[config.mk]
export PLATFORM = sky130hd
export DESIGN_NAME = template_similarity_early_reject_flat
export DESIGN_NICKNAME = d
export VERILOG_FILES = /design/src/hdl/tser_pkg.sv /design/src/hdl/tser_channels.sv /design/src/hdl/tser_ctrl.sv /design/src/hdl/tser_datapath.sv /design/src/hdl/template_similarity_early_reject.sv /design/src/flat_wrapper.sv
export SDC_FILE = /design/constraint.sdc
export NUM_CORES = 2
export LEC_CHECK = 0
export ABC_CLOCK_PERIOD_IN_PS = 18900
export BUFFER_PORTS_ARGS = -buffer_cell sky130_fd_sc_hd__buf_2
export CORE_MARGIN = 4
export CORE_UTILIZATION = 43
export CTS_CLUSTER_SIZE = 30
export DETAILED_ROUTE_END_ITERATION = 8
export GPL_ROUTABILITY_DRIVEN = 0
export GPL_TIMING_DRIVEN = 0
export MAX_ROUTING_LAYER = met4
export PLACE_DENSITY = 0.58
export SETUP_SLACK_MARGIN = 0.05
export SKIP_LAST_GASP = 1
export SLEW_MARGIN = 20
export SYNTH_ARGS = -nofsm -noshare
export SYNTH_HDL_FRONTEND = slang
export SYNTH_SLANG_ARGS = --single-unit
[constraint.sdc]
create_clock -name clock -period 18.9 [get_ports clock]
set_input_delay 1.89 -clock clock [delete_from_list [all_inputs] [get_ports clock]]
set_output_delay 1.89 -clock clock [all_outputs]
set_load 0.1 [all_outputs]
[src/hdl/tser_pkg.sv]
package tser_pkg;

   // Field and register widths
   localparam int RESP_W   = 8;
   localparam int COORD_W  = 12;
   localparam int COUNT_W  = 13;
   localparam int MAXR_W   = 8;
   localparam int Q8_W     = 15;
   localparam int SUM_W    = 20;
   localparam int CSR_IDX_W  = 2;
   localparam int CSR_DATA_W = 15;

   // Default parameter values
   localparam int MAX_FEATURES_DEF = 4096;
   localparam int COORD_BITS_DEF   = 12;

   // Full scale: 100 percent in Q8
   localparam logic [Q8_W-1:0] FULL_Q8 = 15'd25600;

   // Reset values of the configuration registers
   localparam logic [COUNT_W-1:0] FEAT_TOTAL_RST    = 13'd1;
   localparam logic [MAXR_W-1:0]  MAX_RESPONSE_RST  = 8'd4;
   localparam logic [Q8_W-1:0]    THRESHOLD_RST     = 15'd0;

   // Configuration register indexes
   typedef enum logic [CSR_IDX_W-1:0] {
      REG_FEAT_TOTAL    = 2'd0,
      REG_MAX_RESPONSE  = 2'd1,
      REG_THRESHOLD     = 2'd2
   } reg_index_type;

   // Controller states
   typedef enum logic [2:0] {
      ST_IDLE,
      ST_CALC1,
      ST_CALC2,
      ST_DECIDE,
      ST_DIV,
      ST_FIN
   } state_type;

   // Outcome of the bound test for the current item
   typedef enum logic [1:0] {
      VERDICT_CONTINUE,
      VERDICT_REJECT,
      VERDICT_PASS_LAST
   } verdict_type;

   // Commands from controller to datapath
   typedef struct packed {
      logic take;
      logic calc1;
      logic calc2;
      logic commit;
      logic div_start;
      logic div_step;
      logic load_out;
   } cmd_type;

   // Status from datapath to controller
   typedef struct packed {
      logic        dropping;
      verdict_type verdict;
      logic        div_done;
      logic        out_free;
   } status_type;

endpackage

[src/hdl/tser_channels.sv]
interface tser_req_if;
   logic                           valid;
   logic                           ready;
   logic [tser_pkg::RESP_W-1:0]    response_value;
   logic [tser_pkg::COORD_W-1:0]   window_x;
   logic [tser_pkg::COORD_W-1:0]   window_y;
   logic                           last_feature;

   modport source (output valid, response_value, window_x, window_y, last_feature,
                   input ready);
   modport sink   (input valid, response_value, window_x, window_y, last_feature,
                   output ready);
endinterface

interface tser_rsp_if;
   logic                           valid;
   logic                           ready;
   logic                           accepted;
   logic [tser_pkg::Q8_W-1:0]      score_pct_q8;
   logic [tser_pkg::COORD_W-1:0]   result_x;
   logic [tser_pkg::COORD_W-1:0]   result_y;

   modport source (output valid, accepted, score_pct_q8, result_x, result_y,
                   input ready);
   modport sink   (input valid, accepted, score_pct_q8, result_x, result_y,
                   output ready);
endinterface

[src/hdl/tser_ctrl.sv]
module tser_ctrl (
   input  logic                 clock,
   input  logic                 reset,
   input  logic                 req_valid,
   output logic                 req_ready,
   input  tser_pkg::status_type status,
   output tser_pkg::cmd_type    cmd
);

   tser_pkg::state_type state_ff, state_in;

   // State register
   always_ff @(posedge clock) begin
      if (reset) begin
         state_ff <= tser_pkg::ST_IDLE;
      end else begin
         state_ff <= state_in;
      end
   end

   // Next state and commands
   always_comb begin
      state_in  = state_ff;
      cmd       = '0;
      req_ready = 1'b0;
      case (state_ff)
         tser_pkg::ST_IDLE: begin
            req_ready = 1'b1;
            if (req_valid) begin
               cmd.take = 1'b1;
               // items of a dropped window finish here
               if (!status.dropping) begin
                  state_in = tser_pkg::ST_CALC1;
               end
            end
         end
         tser_pkg::ST_CALC1: begin
            cmd.calc1 = 1'b1;
            state_in  = tser_pkg::ST_CALC2;
         end
         tser_pkg::ST_CALC2: begin
            cmd.calc2 = 1'b1;
            state_in  = tser_pkg::ST_DECIDE;
         end
         tser_pkg::ST_DECIDE: begin
            case (status.verdict)
               tser_pkg::VERDICT_CONTINUE: begin
                  cmd.commit = 1'b1;
                  state_in   = tser_pkg::ST_IDLE;
               end
               tser_pkg::VERDICT_REJECT: begin
                  // hold until the output register can take the item
                  if (status.out_free) begin
                     cmd.commit   = 1'b1;
                     cmd.load_out = 1'b1;
                     state_in     = tser_pkg::ST_IDLE;
                  end
               end
               tser_pkg::VERDICT_PASS_LAST: begin
                  cmd.commit    = 1'b1;
                  cmd.div_start = 1'b1;
                  state_in      = tser_pkg::ST_DIV;
               end
               default: begin
                  state_in = tser_pkg::ST_IDLE;
               end
            endcase
         end
         tser_pkg::ST_DIV: begin
            cmd.div_step = 1'b1;
            if (status.div_done) begin
               state_in = tser_pkg::ST_FIN;
            end
         end
         tser_pkg::ST_FIN: begin
            if (status.out_free) begin
               cmd.load_out = 1'b1;
               state_in     = tser_pkg::ST_IDLE;
            end
         end
         default: begin
            state_in = tser_pkg::ST_IDLE;
         end
      endcase
   end

`ifndef SYNTHESIS
   a_take_only_idle: assert property (@(posedge clock) disable iff (reset)
      (req_valid && req_ready) |-> (state_ff == tser_pkg::ST_IDLE))
      else $error("item taken outside idle");

   a_div_to_fin: assert property (@(posedge clock) disable iff (reset)
      (state_ff == tser_pkg::ST_DIV && status.div_done) |=> (state_ff == tser_pkg::ST_FIN))
      else $error("divider end not followed by finish");

   a_load_when_free: assert property (@(posedge clock) disable iff (reset)
      cmd.load_out |-> status.out_free)
      else $error("result loaded over a waiting item");
`endif

endmodule

[src/hdl/tser_datapath.sv]
module tser_datapath #(
   parameter int MAX_FEATURES = tser_pkg::MAX_FEATURES_DEF,
   parameter int COORD_BITS   = tser_pkg::COORD_BITS_DEF
) (
   input  logic                                clock,
   input  logic                                reset,
   input  tser_pkg::cmd_type                   cmd,
   output tser_pkg::status_type                status,
   // configuration writes
   input  logic                                csr_we,
   input  logic [tser_pkg::CSR_IDX_W-1:0]      csr_index,
   input  logic [tser_pkg::CSR_DATA_W-1:0]     csr_wdata,
   // input item fields
   input  logic [tser_pkg::RESP_W-1:0]         response_value,
   input  logic [tser_pkg::COORD_W-1:0]        window_x,
   input  logic [tser_pkg::COORD_W-1:0]        window_y,
   input  logic                                last_feature,
   // result item
   input  logic                                rsp_ready,
   output logic                                rsp_valid,
   output logic                                accepted,
   output logic [tser_pkg::Q8_W-1:0]           score_pct_q8,
   output logic [tser_pkg::COORD_W-1:0]        result_x,
   output logic [tser_pkg::COORD_W-1:0]        result_y
);

   localparam int IDX_W = (MAX_FEATURES > 1) ? $clog2(MAX_FEATURES) : 1;
   localparam logic [IDX_W-1:0] IDX_MAX = IDX_W'(MAX_FEATURES - 1);
   localparam logic [12:0] CNT_CAP = (MAX_FEATURES > 8191) ? 13'd8191
                                                             : 13'(MAX_FEATURES);
   localparam int CMASK_W = (COORD_BITS < tser_pkg::COORD_W) ? COORD_BITS
                                                              : tser_pkg::COORD_W;
   localparam logic [11:0] COORD_MASK = 12'((32'd1 << CMASK_W) - 32'd1);
   localparam logic [19:0] SUM_SAT = 20'hFFFFF;

   // configuration
   logic [12:0] feat_total_ff;
   logic [7:0]  max_response_ff;
   logic [14:0] threshold_ff;

   // window state
   logic [19:0]      running_sum_ff;
   logic [IDX_W-1:0] feature_index_ff;
   logic             dropping_ff;

   // latched item
   logic [7:0]  resp_ff;
   logic [11:0] x_ff, y_ff;
   logic        last_ff;

   // stage one and two
   logic [19:0] sum_new_ff;
   logic [20:0] rem_prod_ff;
   logic [20:0] denom_ff;
   logic [36:0] bound_ff;
   logic [35:0] thr_side_ff;
   logic [34:0] num_ff;
   logic [35:0] den_full_ff;

   // divider
   logic [34:0] rem_ff;
   logic [14:0] quot_ff;
   logic [3:0]  step_ff;

   // output register
   logic        rsp_valid_ff;
   logic        accepted_ff;
   logic [14:0] score_ff;
   logic [11:0] rx_ff, ry_ff;

   logic [12:0] count_eff;
   logic [7:0]  maxr_eff;
   logic [20:0] sum_wide;
   logic [19:0] sum_new;
   logic [16:0] idx_p1, cnt17, rem17;
   logic [12:0] remaining;
   logic [35:0] trial;
   logic        acc_flag, sat_flag;
   tser_pkg::verdict_type verdict;

   // Configuration registers
   always_ff @(posedge clock) begin
      if (reset) begin
         feat_total_ff    <= tser_pkg::FEAT_TOTAL_RST;
         max_response_ff  <= tser_pkg::MAX_RESPONSE_RST;
         threshold_ff     <= tser_pkg::THRESHOLD_RST;
      end else if (csr_we) begin
         case (csr_index)
            tser_pkg::REG_FEAT_TOTAL:    feat_total_ff    <= csr_wdata[12:0];
            tser_pkg::REG_MAX_RESPONSE:  max_response_ff  <= csr_wdata[7:0];
            tser_pkg::REG_THRESHOLD:     threshold_ff     <= csr_wdata[14:0];
            default: ;
         endcase
      end
   end

   // Effective count and maximum: zero acts as one, count capped
   always_comb begin
      if (feat_total_ff == 13'd0) begin
         count_eff = 13'd1;
      end else if (feat_total_ff > CNT_CAP) begin
         count_eff = CNT_CAP;
      end else begin
         count_eff = feat_total_ff;
      end
      maxr_eff = (max_response_ff == 8'd0) ? 8'd1 : max_response_ff;
   end

   // Saturating sum and features still to come
   always_comb begin
      sum_wide  = 21'(running_sum_ff) + 21'(resp_ff);
      sum_new   = sum_wide[20] ? SUM_SAT : sum_wide[19:0];
      idx_p1    = 17'(feature_index_ff) + 17'd1;
      cnt17     = 17'(count_eff);
      rem17     = (cnt17 > idx_p1) ? (cnt17 - idx_p1) : 17'd0;
      remaining = rem17[12:0];
   end

   // Bound test and verdict
   always_comb begin
      if (37'(thr_side_ff) > bound_ff) begin
         verdict = tser_pkg::VERDICT_REJECT;
      end else if (last_ff) begin
         verdict = tser_pkg::VERDICT_PASS_LAST;
      end else begin
         verdict = tser_pkg::VERDICT_CONTINUE;
      end
      acc_flag = 36'(num_ff) >= thr_side_ff;
      sat_flag = 36'(num_ff) >= den_full_ff;
      trial    = 36'(denom_ff) << step_ff;
   end

   // Latch item, evaluate in two steps
   always_ff @(posedge clock) begin
      if (cmd.take) begin
         resp_ff <= response_value;
         x_ff    <= window_x & COORD_MASK;
         y_ff    <= window_y & COORD_MASK;
         last_ff <= last_feature;
      end
      if (cmd.calc1) begin
         sum_new_ff  <= sum_new;
         rem_prod_ff <= 21'(remaining) * 21'(maxr_eff);
         denom_ff    <= 21'(count_eff) * 21'(maxr_eff);
      end
      if (cmd.calc2) begin
         bound_ff    <= 37'(22'(sum_new_ff) + 22'(rem_prod_ff)) * 37'(tser_pkg::FULL_Q8);
         thr_side_ff <= 36'(threshold_ff) * 36'(denom_ff);
         num_ff      <= 35'(sum_new_ff) * 35'(tser_pkg::FULL_Q8);
         den_full_ff <= 36'(denom_ff) * 36'(tser_pkg::FULL_Q8);
      end
   end

   // Window state: advance, reject or close the window
   always_ff @(posedge clock) begin
      if (reset) begin
         running_sum_ff   <= '0;
         feature_index_ff <= '0;
         dropping_ff      <= 1'b0;
      end else if (cmd.take && dropping_ff) begin
         if (last_feature) begin
            running_sum_ff   <= '0;
            feature_index_ff <= '0;
            dropping_ff      <= 1'b0;
         end
      end else if (cmd.commit) begin
         case (verdict)
            tser_pkg::VERDICT_CONTINUE: begin
               running_sum_ff <= sum_new_ff;
               if (feature_index_ff < IDX_MAX) begin
                  feature_index_ff <= feature_index_ff + 1'b1;
               end
            end
            tser_pkg::VERDICT_REJECT: begin
               running_sum_ff   <= '0;
               feature_index_ff <= '0;
               dropping_ff      <= !last_ff;
            end
            default: begin
               running_sum_ff   <= '0;
               feature_index_ff <= '0;
               dropping_ff      <= 1'b0;
            end
         endcase
      end
   end

   // Restoring divider, one quotient bit a cycle
   always_ff @(posedge clock) begin
      if (cmd.div_start) begin
         rem_ff  <= num_ff;
         quot_ff <= '0;
         step_ff <= 4'd14;
      end else if (cmd.div_step) begin
         if (36'(rem_ff) >= trial) begin
            rem_ff          <= 35'(36'(rem_ff) - trial);
            quot_ff[step_ff] <= 1'b1;
         end
         step_ff <= step_ff - 4'd1;
      end
   end

   // Output register: hold a result until taken
   always_ff @(posedge clock) begin
      if (reset) begin
         rsp_valid_ff <= 1'b0;
      end else if (cmd.load_out) begin
         rsp_valid_ff <= 1'b1;
      end else if (rsp_ready) begin
         rsp_valid_ff <= 1'b0;
      end
   end

   always_ff @(posedge clock) begin
      if (cmd.load_out) begin
         rx_ff <= x_ff;
         ry_ff <= y_ff;
         if (verdict == tser_pkg::VERDICT_REJECT) begin
            accepted_ff <= 1'b0;
            score_ff    <= '0;
         end else begin
            accepted_ff <= acc_flag;
            score_ff    <= sat_flag ? tser_pkg::FULL_Q8 : quot_ff;
         end
      end
   end

   assign status.dropping = dropping_ff;
   assign status.verdict  = verdict;
   assign status.div_done = (step_ff == 4'd0);
   assign status.out_free = !rsp_valid_ff || rsp_ready;

   assign rsp_valid    = rsp_valid_ff;
   assign accepted     = accepted_ff;
   assign score_pct_q8 = score_ff;
   assign result_x     = rx_ff;
   assign result_y     = ry_ff;

`ifndef SYNTHESIS
   a_reject_drops: assert property (@(posedge clock) disable iff (reset)
      (cmd.commit && verdict == tser_pkg::VERDICT_REJECT && !last_ff) |=> dropping_ff)
      else $error("reject mid-window did not start dropping");

   a_window_closed: assert property (@(posedge clock) disable iff (reset)
      (cmd.commit && verdict != tser_pkg::VERDICT_CONTINUE)
         |=> (running_sum_ff == '0 && feature_index_ff == '0))
      else $error("window state not cleared at window end");

   a_score_range: assert property (@(posedge clock) disable iff (reset)
      rsp_valid_ff |-> (score_ff <= tser_pkg::FULL_Q8))
      else $error("score above full scale");
`endif

endmodule

[src/hdl/template_similarity_early_reject.sv]
// Channel   Dir  Fields                                              Handshake
// req_ch    in   response_value, window_x, window_y, last_feature    valid/ready
// rsp_ch    out  accepted, score_pct_q8, result_x, result_y          valid/ready
// csr_*     in   csr_index, csr_wdata                                csr_we
//
// An item of a dropped window is only taken; any other item passes through
// take, two arithmetic steps and the bound decision, and the last item of a
// surviving window then runs the 15-step restoring divider.
// Reset is synchronous; it clears the window state and output valid, and
// loads a feature total of 1, max_response 4, threshold 0.
// A result waits in the output register while the next item is taken; only
// a further result stalls, holding its final step until the register frees.
module template_similarity_early_reject #(
   parameter int MAX_FEATURES = tser_pkg::MAX_FEATURES_DEF,
   parameter int COORD_BITS   = tser_pkg::COORD_BITS_DEF
) (
   input  logic                            clock,
   input  logic                            reset,
   tser_req_if.sink                        req_ch,
   tser_rsp_if.source                      rsp_ch,
   input  logic                            csr_we,
   input  logic [tser_pkg::CSR_IDX_W-1:0]  csr_index,
   input  logic [tser_pkg::CSR_DATA_W-1:0] csr_wdata
);

   tser_pkg::cmd_type    cmd;
   tser_pkg::status_type status;

   tser_ctrl u_ctrl (
      .clock     (clock),
      .reset     (reset),
      .req_valid (req_ch.valid),
      .req_ready (req_ch.ready),
      .status    (status),
      .cmd       (cmd)
   );

   tser_datapath #(
      .MAX_FEATURES (MAX_FEATURES),
      .COORD_BITS   (COORD_BITS)
   ) u_datapath (
      .clock          (clock),
      .reset          (reset),
      .cmd            (cmd),
      .status         (status),
      .csr_we         (csr_we),
      .csr_index      (csr_index),
      .csr_wdata      (csr_wdata),
      .response_value (req_ch.response_value),
      .window_x       (req_ch.window_x),
      .window_y       (req_ch.window_y),
      .last_feature   (req_ch.last_feature),
      .rsp_ready      (rsp_ch.ready),
      .rsp_valid      (rsp_ch.valid),
      .accepted       (rsp_ch.accepted),
      .score_pct_q8   (rsp_ch.score_pct_q8),
      .result_x       (rsp_ch.result_x),
      .result_y       (rsp_ch.result_y)
   );

endmodule

[src/flat_wrapper.sv]
// flat-port wrapper written by rule: the top's interface ports become plain ports
module template_similarity_early_reject_flat 
#(
   parameter int MAX_FEATURES = tser_pkg::MAX_FEATURES_DEF,
   parameter int COORD_BITS   = tser_pkg::COORD_BITS_DEF
)
  (clock, reset, csr_we, csr_index, csr_wdata, req_ch_valid, req_ch_response_value, req_ch_window_x, req_ch_window_y, req_ch_last_feature, req_ch_ready, rsp_ch_valid, rsp_ch_accepted, rsp_ch_score_pct_q8, rsp_ch_result_x, rsp_ch_result_y, rsp_ch_ready);
  tser_req_if req_ch_i ();
  tser_rsp_if rsp_ch_i ();
  input  logic clock;
  input  logic reset;
  input  logic csr_we;
  input  logic [tser_pkg::CSR_IDX_W-1:0] csr_index;
  input  logic [tser_pkg::CSR_DATA_W-1:0] csr_wdata;
  input wire logic [$bits(req_ch_i.valid)-1:0] req_ch_valid;
  input wire logic [$bits(req_ch_i.response_value)-1:0] req_ch_response_value;
  input wire logic [$bits(req_ch_i.window_x)-1:0] req_ch_window_x;
  input wire logic [$bits(req_ch_i.window_y)-1:0] req_ch_window_y;
  input wire logic [$bits(req_ch_i.last_feature)-1:0] req_ch_last_feature;
  output wire logic [$bits(req_ch_i.ready)-1:0] req_ch_ready;
  output wire logic [$bits(rsp_ch_i.valid)-1:0] rsp_ch_valid;
  output wire logic [$bits(rsp_ch_i.accepted)-1:0] rsp_ch_accepted;
  output wire logic [$bits(rsp_ch_i.score_pct_q8)-1:0] rsp_ch_score_pct_q8;
  output wire logic [$bits(rsp_ch_i.result_x)-1:0] rsp_ch_result_x;
  output wire logic [$bits(rsp_ch_i.result_y)-1:0] rsp_ch_result_y;
  input wire logic [$bits(rsp_ch_i.ready)-1:0] rsp_ch_ready;
  assign req_ch_i.valid = req_ch_valid;
  assign req_ch_i.response_value = req_ch_response_value;
  assign req_ch_i.window_x = req_ch_window_x;
  assign req_ch_i.window_y = req_ch_window_y;
  assign req_ch_i.last_feature = req_ch_last_feature;
  assign req_ch_ready = req_ch_i.ready;
  assign rsp_ch_valid = rsp_ch_i.valid;
  assign rsp_ch_accepted = rsp_ch_i.accepted;
  assign rsp_ch_score_pct_q8 = rsp_ch_i.score_pct_q8;
  assign rsp_ch_result_x = rsp_ch_i.result_x;
  assign rsp_ch_result_y = rsp_ch_i.result_y;
  assign rsp_ch_i.ready = rsp_ch_ready;
  template_similarity_early_reject #(.MAX_FEATURES(MAX_FEATURES), .COORD_BITS(COORD_BITS)) u_core (.clock(clock), .reset(reset), .req_ch(req_ch_i), .rsp_ch(rsp_ch_i), .csr_we(csr_we), .csr_index(csr_index), .csr_wdata(csr_wdata));
endmodule
==> run_results.csv <==
group,metric,value,unit
floorplan,die_w,320,um
flow_run,cap_violations,0,
critical_path,start_kind,"flip-flop",
synthesis,synth.area.top_cells,"fa_1, edfxtp_1, ha_1, inv_1, nand2_1",
synthesis,synth_edf_count,284,
floorplan,core_area,96700,um^2
critical_path,crit_fanout,10,
clock_network,cts_resized,0,
critical_path,path_class,"flip-flop to flip-flop",
layout,final_nets,5608,
synthesis,post_synth.cell_area_avg,9.47,um^2
route,ant_nets,0,
floorplan,die_area,102000,um^2
critical_path,cp_data_required_time,19210,ps
route,wl_per_cell,18.5,um
synthesis,synth_cell_types,97,
route,vias_per_cell,5.23,
critical_path,cp_common_cell,"a21oi_1",
clock_network,postCtsHoldBufs,0,
timing,hold_violations,0,
timing,finClkSkew,51.9,ps
timing,final-setup-viol-count,0,
synthesis,synth_area,41900,um^2
clock_network,clk_pin_slew,60,ps
critical_path,slowest_stage,"xor2_1",
grt,grt_pass1_wl,173000,um
synthesis,async_reset_ff_frac,0,
timing,fin_setup_tns,0,ps
clock_network,cts_buffers,46,
clock_network,clockBufferDepth,3,
floorplan,rows,114,
synthesis,ys_warn_count,0,
route,wirelength,109000,um
layout,num_antenna_cells,0,
synthesis,synth-seq-cells,376,
layout,fillCellCount,9341,
power,ir_drop,0.192,mV
grt,grt_remaining_overflow,0,
critical_path,cp_top_family,"adder cells",
grt,grt.total_usage,0.220,
layout,drive_above_1_share,0.0617,
floorplan,pin_count,97,
clock_network,cts_tree,"yes",
synthesis,syn_nets,5449,
power,power,0.00654,W
synthesis,synth_most_common_cell,"inv_1",
timing,max_freq,0.119,GHz
synthesis,syn_inst,4424,
timing,period_needed,8420,ps
power,power_density,143,nW/um^2
timing,whs,413,ps
clock_network,htree_levels,2,
route,drtIter0Drc,2036,
layout,finish.utilization,0.474,
route,remaining_drc_errors,0,
critical_path,cpPeakStageDelay,630,ps
floorplan,die_y,320,um
route,first_pass_iters,6,
synthesis,ys.flop_type,"edfxtp_1",
critical_path,end_kind,"flip-flop",
timing,worstMarginPinSlew,1100,ps
clock_network,insertion_delay,630,ps
power,p_leak,22.1,nW
timing,rsz0062_at_grt,"no",
critical_path,worst-path-buf-inv,6,
synthesis,seq_area_frac_synth,0.248,
floorplan,initial_core_util,0.433,
timing,fin_crit_sh,0.445,
grt,grt_max_degree,29,
clock_network,cts.sinks,376,
min_path,min_path_type,"flip-flop to flip-flop",
critical_path,worstPathArrival,8730,ps
placed_design,dp_cells,5811,
timing,relSlewSlack,0.248,
grt,antenna_found_initial,1,
placed_design,io_buffer_count,96,
clock_network,cts_setup_buffers,0,
synthesis,synth_top_area_frac,0.205,
grt,grt_pass1_vias,30824,
route,vias,30823,
synthesis,synth_top_cell_by_area,"fa_1",
synthesis,synthTopCellsByCount,"inv_1, ha_1, nand2_1",
placed_design,dp.final_hpwl,89900,um
layout,final_cell_count_no_fill,5897,
run_status,status,"complete, no violations",
layout,area_growth,9.46,%
timing,maxSlewViolCount,0,
clock_network,cts_root_buf,"clkbuf_16",
-- worst register-to-register path: cells and delay by family (launching register included) --
family	cells	cell delay, ps
adder cells (fa/ha/maj)	7	2970
XOR/XNOR	2	760
buffers and inverters	6	1050
AND/OR/NAND/NOR	5	770
flip-flops	1	420
AO/OA/AOI/OAI	11	2180
-- stage by stage --
step | setup WS (ps) | area (um^2)
after global placement | 10470 | 44000
after CTS | 10450 | 45900
after floorplan | 11780 | 41900
final | 10480 | 45900
after detailed placement | 10450 | 44200
after global routing | 9810 | 45900
-- sequential cells by signal (all words and copies together) (netlist names), 8 cells and up --
signal / flops
u_core.u_datapath.score_pct_q8: 15
u_core.u_datapath.max_response_ff: 8
u_core.u_datapath.num_ff: 25
u_core.u_datapath.x_ff: 12
u_core.u_datapath.bound_ff: 27
u_core.u_datapath.rem_ff: 35
u_core.u_datapath.feat_total_ff: 13
u_core.u_datapath.rem_prod_ff: 21
u_core.u_datapath.running_sum_ff: 20
u_core.u_datapath.result_y: 12
u_core.u_datapath.feature_index_ff: 12
u_core.u_datapath.denom_ff: 21
u_core.u_datapath.result_x: 12
u_core.u_datapath.resp_ff: 8
u_core.u_datapath.quot_ff: 15
u_core.u_datapath.sum_new_ff: 20
u_core.u_datapath.thr_side_ff: 36
u_core.u_datapath.threshold_ff: 15
u_core.u_datapath.y_ff: 12
u_core.u_datapath.den_full_ff: 26
-- cell families after synthesis --
kind of cell    synth area share
compound gates             0.109
xor+xnor                  0.0412
fa+ha+maj                  0.367
buf+inv                   0.0795
flops                      0.248
mux                       0.0137
simple gates               0.143
-- power by group --
group          leakage (nW)  internal, W  total, W  switching (W)
sequential             3.40      0.00127   0.00140       0.000129
combinational          17.9      0.00173   0.00419        0.00246
clock                 0.803     0.000570  0.000951       0.000381
total                  22.1      0.00357   0.00654        0.00297
-- cells in the final DEF, fill, tap and decap left out, types with 12 or more instances in the layout --
cell | synthesis | routed
and2_1 | 184 | 183
a211oi_1 | 20 | 19
o21ai_0 | 134 | 134
fa_1 | 429 | 429
a22o_1 | 20 | 20
nor4_1 | 12 | 12
o21bai_1 | 19 | 19
mux2i_1 | 27 | 27
a21oi_1 | 218 | 218
nand4_1 | 26 | 26
dfxtp_1 | 92 | 92
a31oi_1 | 21 | 21
inv_1 | 715 | 715
o21ai_1 | 25 | 25
ha_1 | 541 | 541
nor2b_1 | 51 | 51
clkbuf_1 | 136 | 142
or2_2 | 21 | 22
nand2b_1 | 30 | 30
nor3_1 | 49 | 48
xor2_1 | 66 | 66
nor2_1 | 206 | 204
o211ai_1 | 13 | 13
nand2_1 | 519 | 519
xnor2_1 | 131 | 131
o21a_1 | 33 | 33
nand3_1 | 73 | 73
buf_2 | 17 | 113
mux4_2 | 12 | 12
a21o_1 | 81 | 81
clkbuf_16 | 0 | 46
edfxtp_1 | 284 | 284
and3_1 | 56 | 56
-- final timing paths --
kind,cells past startpoint,from,endpoint,slack (ps)
worst max-delay path,31,u_core.u_datapath.feat_total_ff[12]$_SDFFE_PP0P_,u_core.u_datapath.rem_prod_ff[20]$_DFFE_PP_,10480
worst min-delay path,0,u_core.u_datapath.y_ff[5]$_DFFE_PP_,u_core.u_datapath.result_y[5]$_DFFE_PP_,410
worst max register to register,31,u_core.u_datapath.feat_total_ff[12]$_SDFFE_PP0P_,u_core.u_datapath.rem_prod_ff[20]$_DFFE_PP_,10480
worst min register to register,0,u_core.u_datapath.y_ff[5]$_DFFE_PP_,u_core.u_datapath.result_y[5]$_DFFE_PP_,410
-- routing by layer --
metal	GRT usage	part of all wire	routed length, um	up-vias
li1	-	-	-	14941
met1	0.298	0.46	50100	15123
met2	0.363	0.48	52000	627
met3	0.0194	0.042	4580	132
met4	0.0432	0.021	2330	0
met5	-	0	0	-
-- layout make-up --
type                            count  area (um^2)  area share
Timing Repair Buffer              111          692      0.0151
Clock buffer                       58         1250      0.0273
Tap cell                         1276         1600      0.0348
Inverter                          717         2690      0.0587
Buffer                            161          641      0.0140
Multi-Input combinational cell   3170        28200       0.615
Sequential cell                   376        10400       0.226
Clock inverter                     28          398     0.00868
No activity file was read; power rests on OpenSTA's default activity.
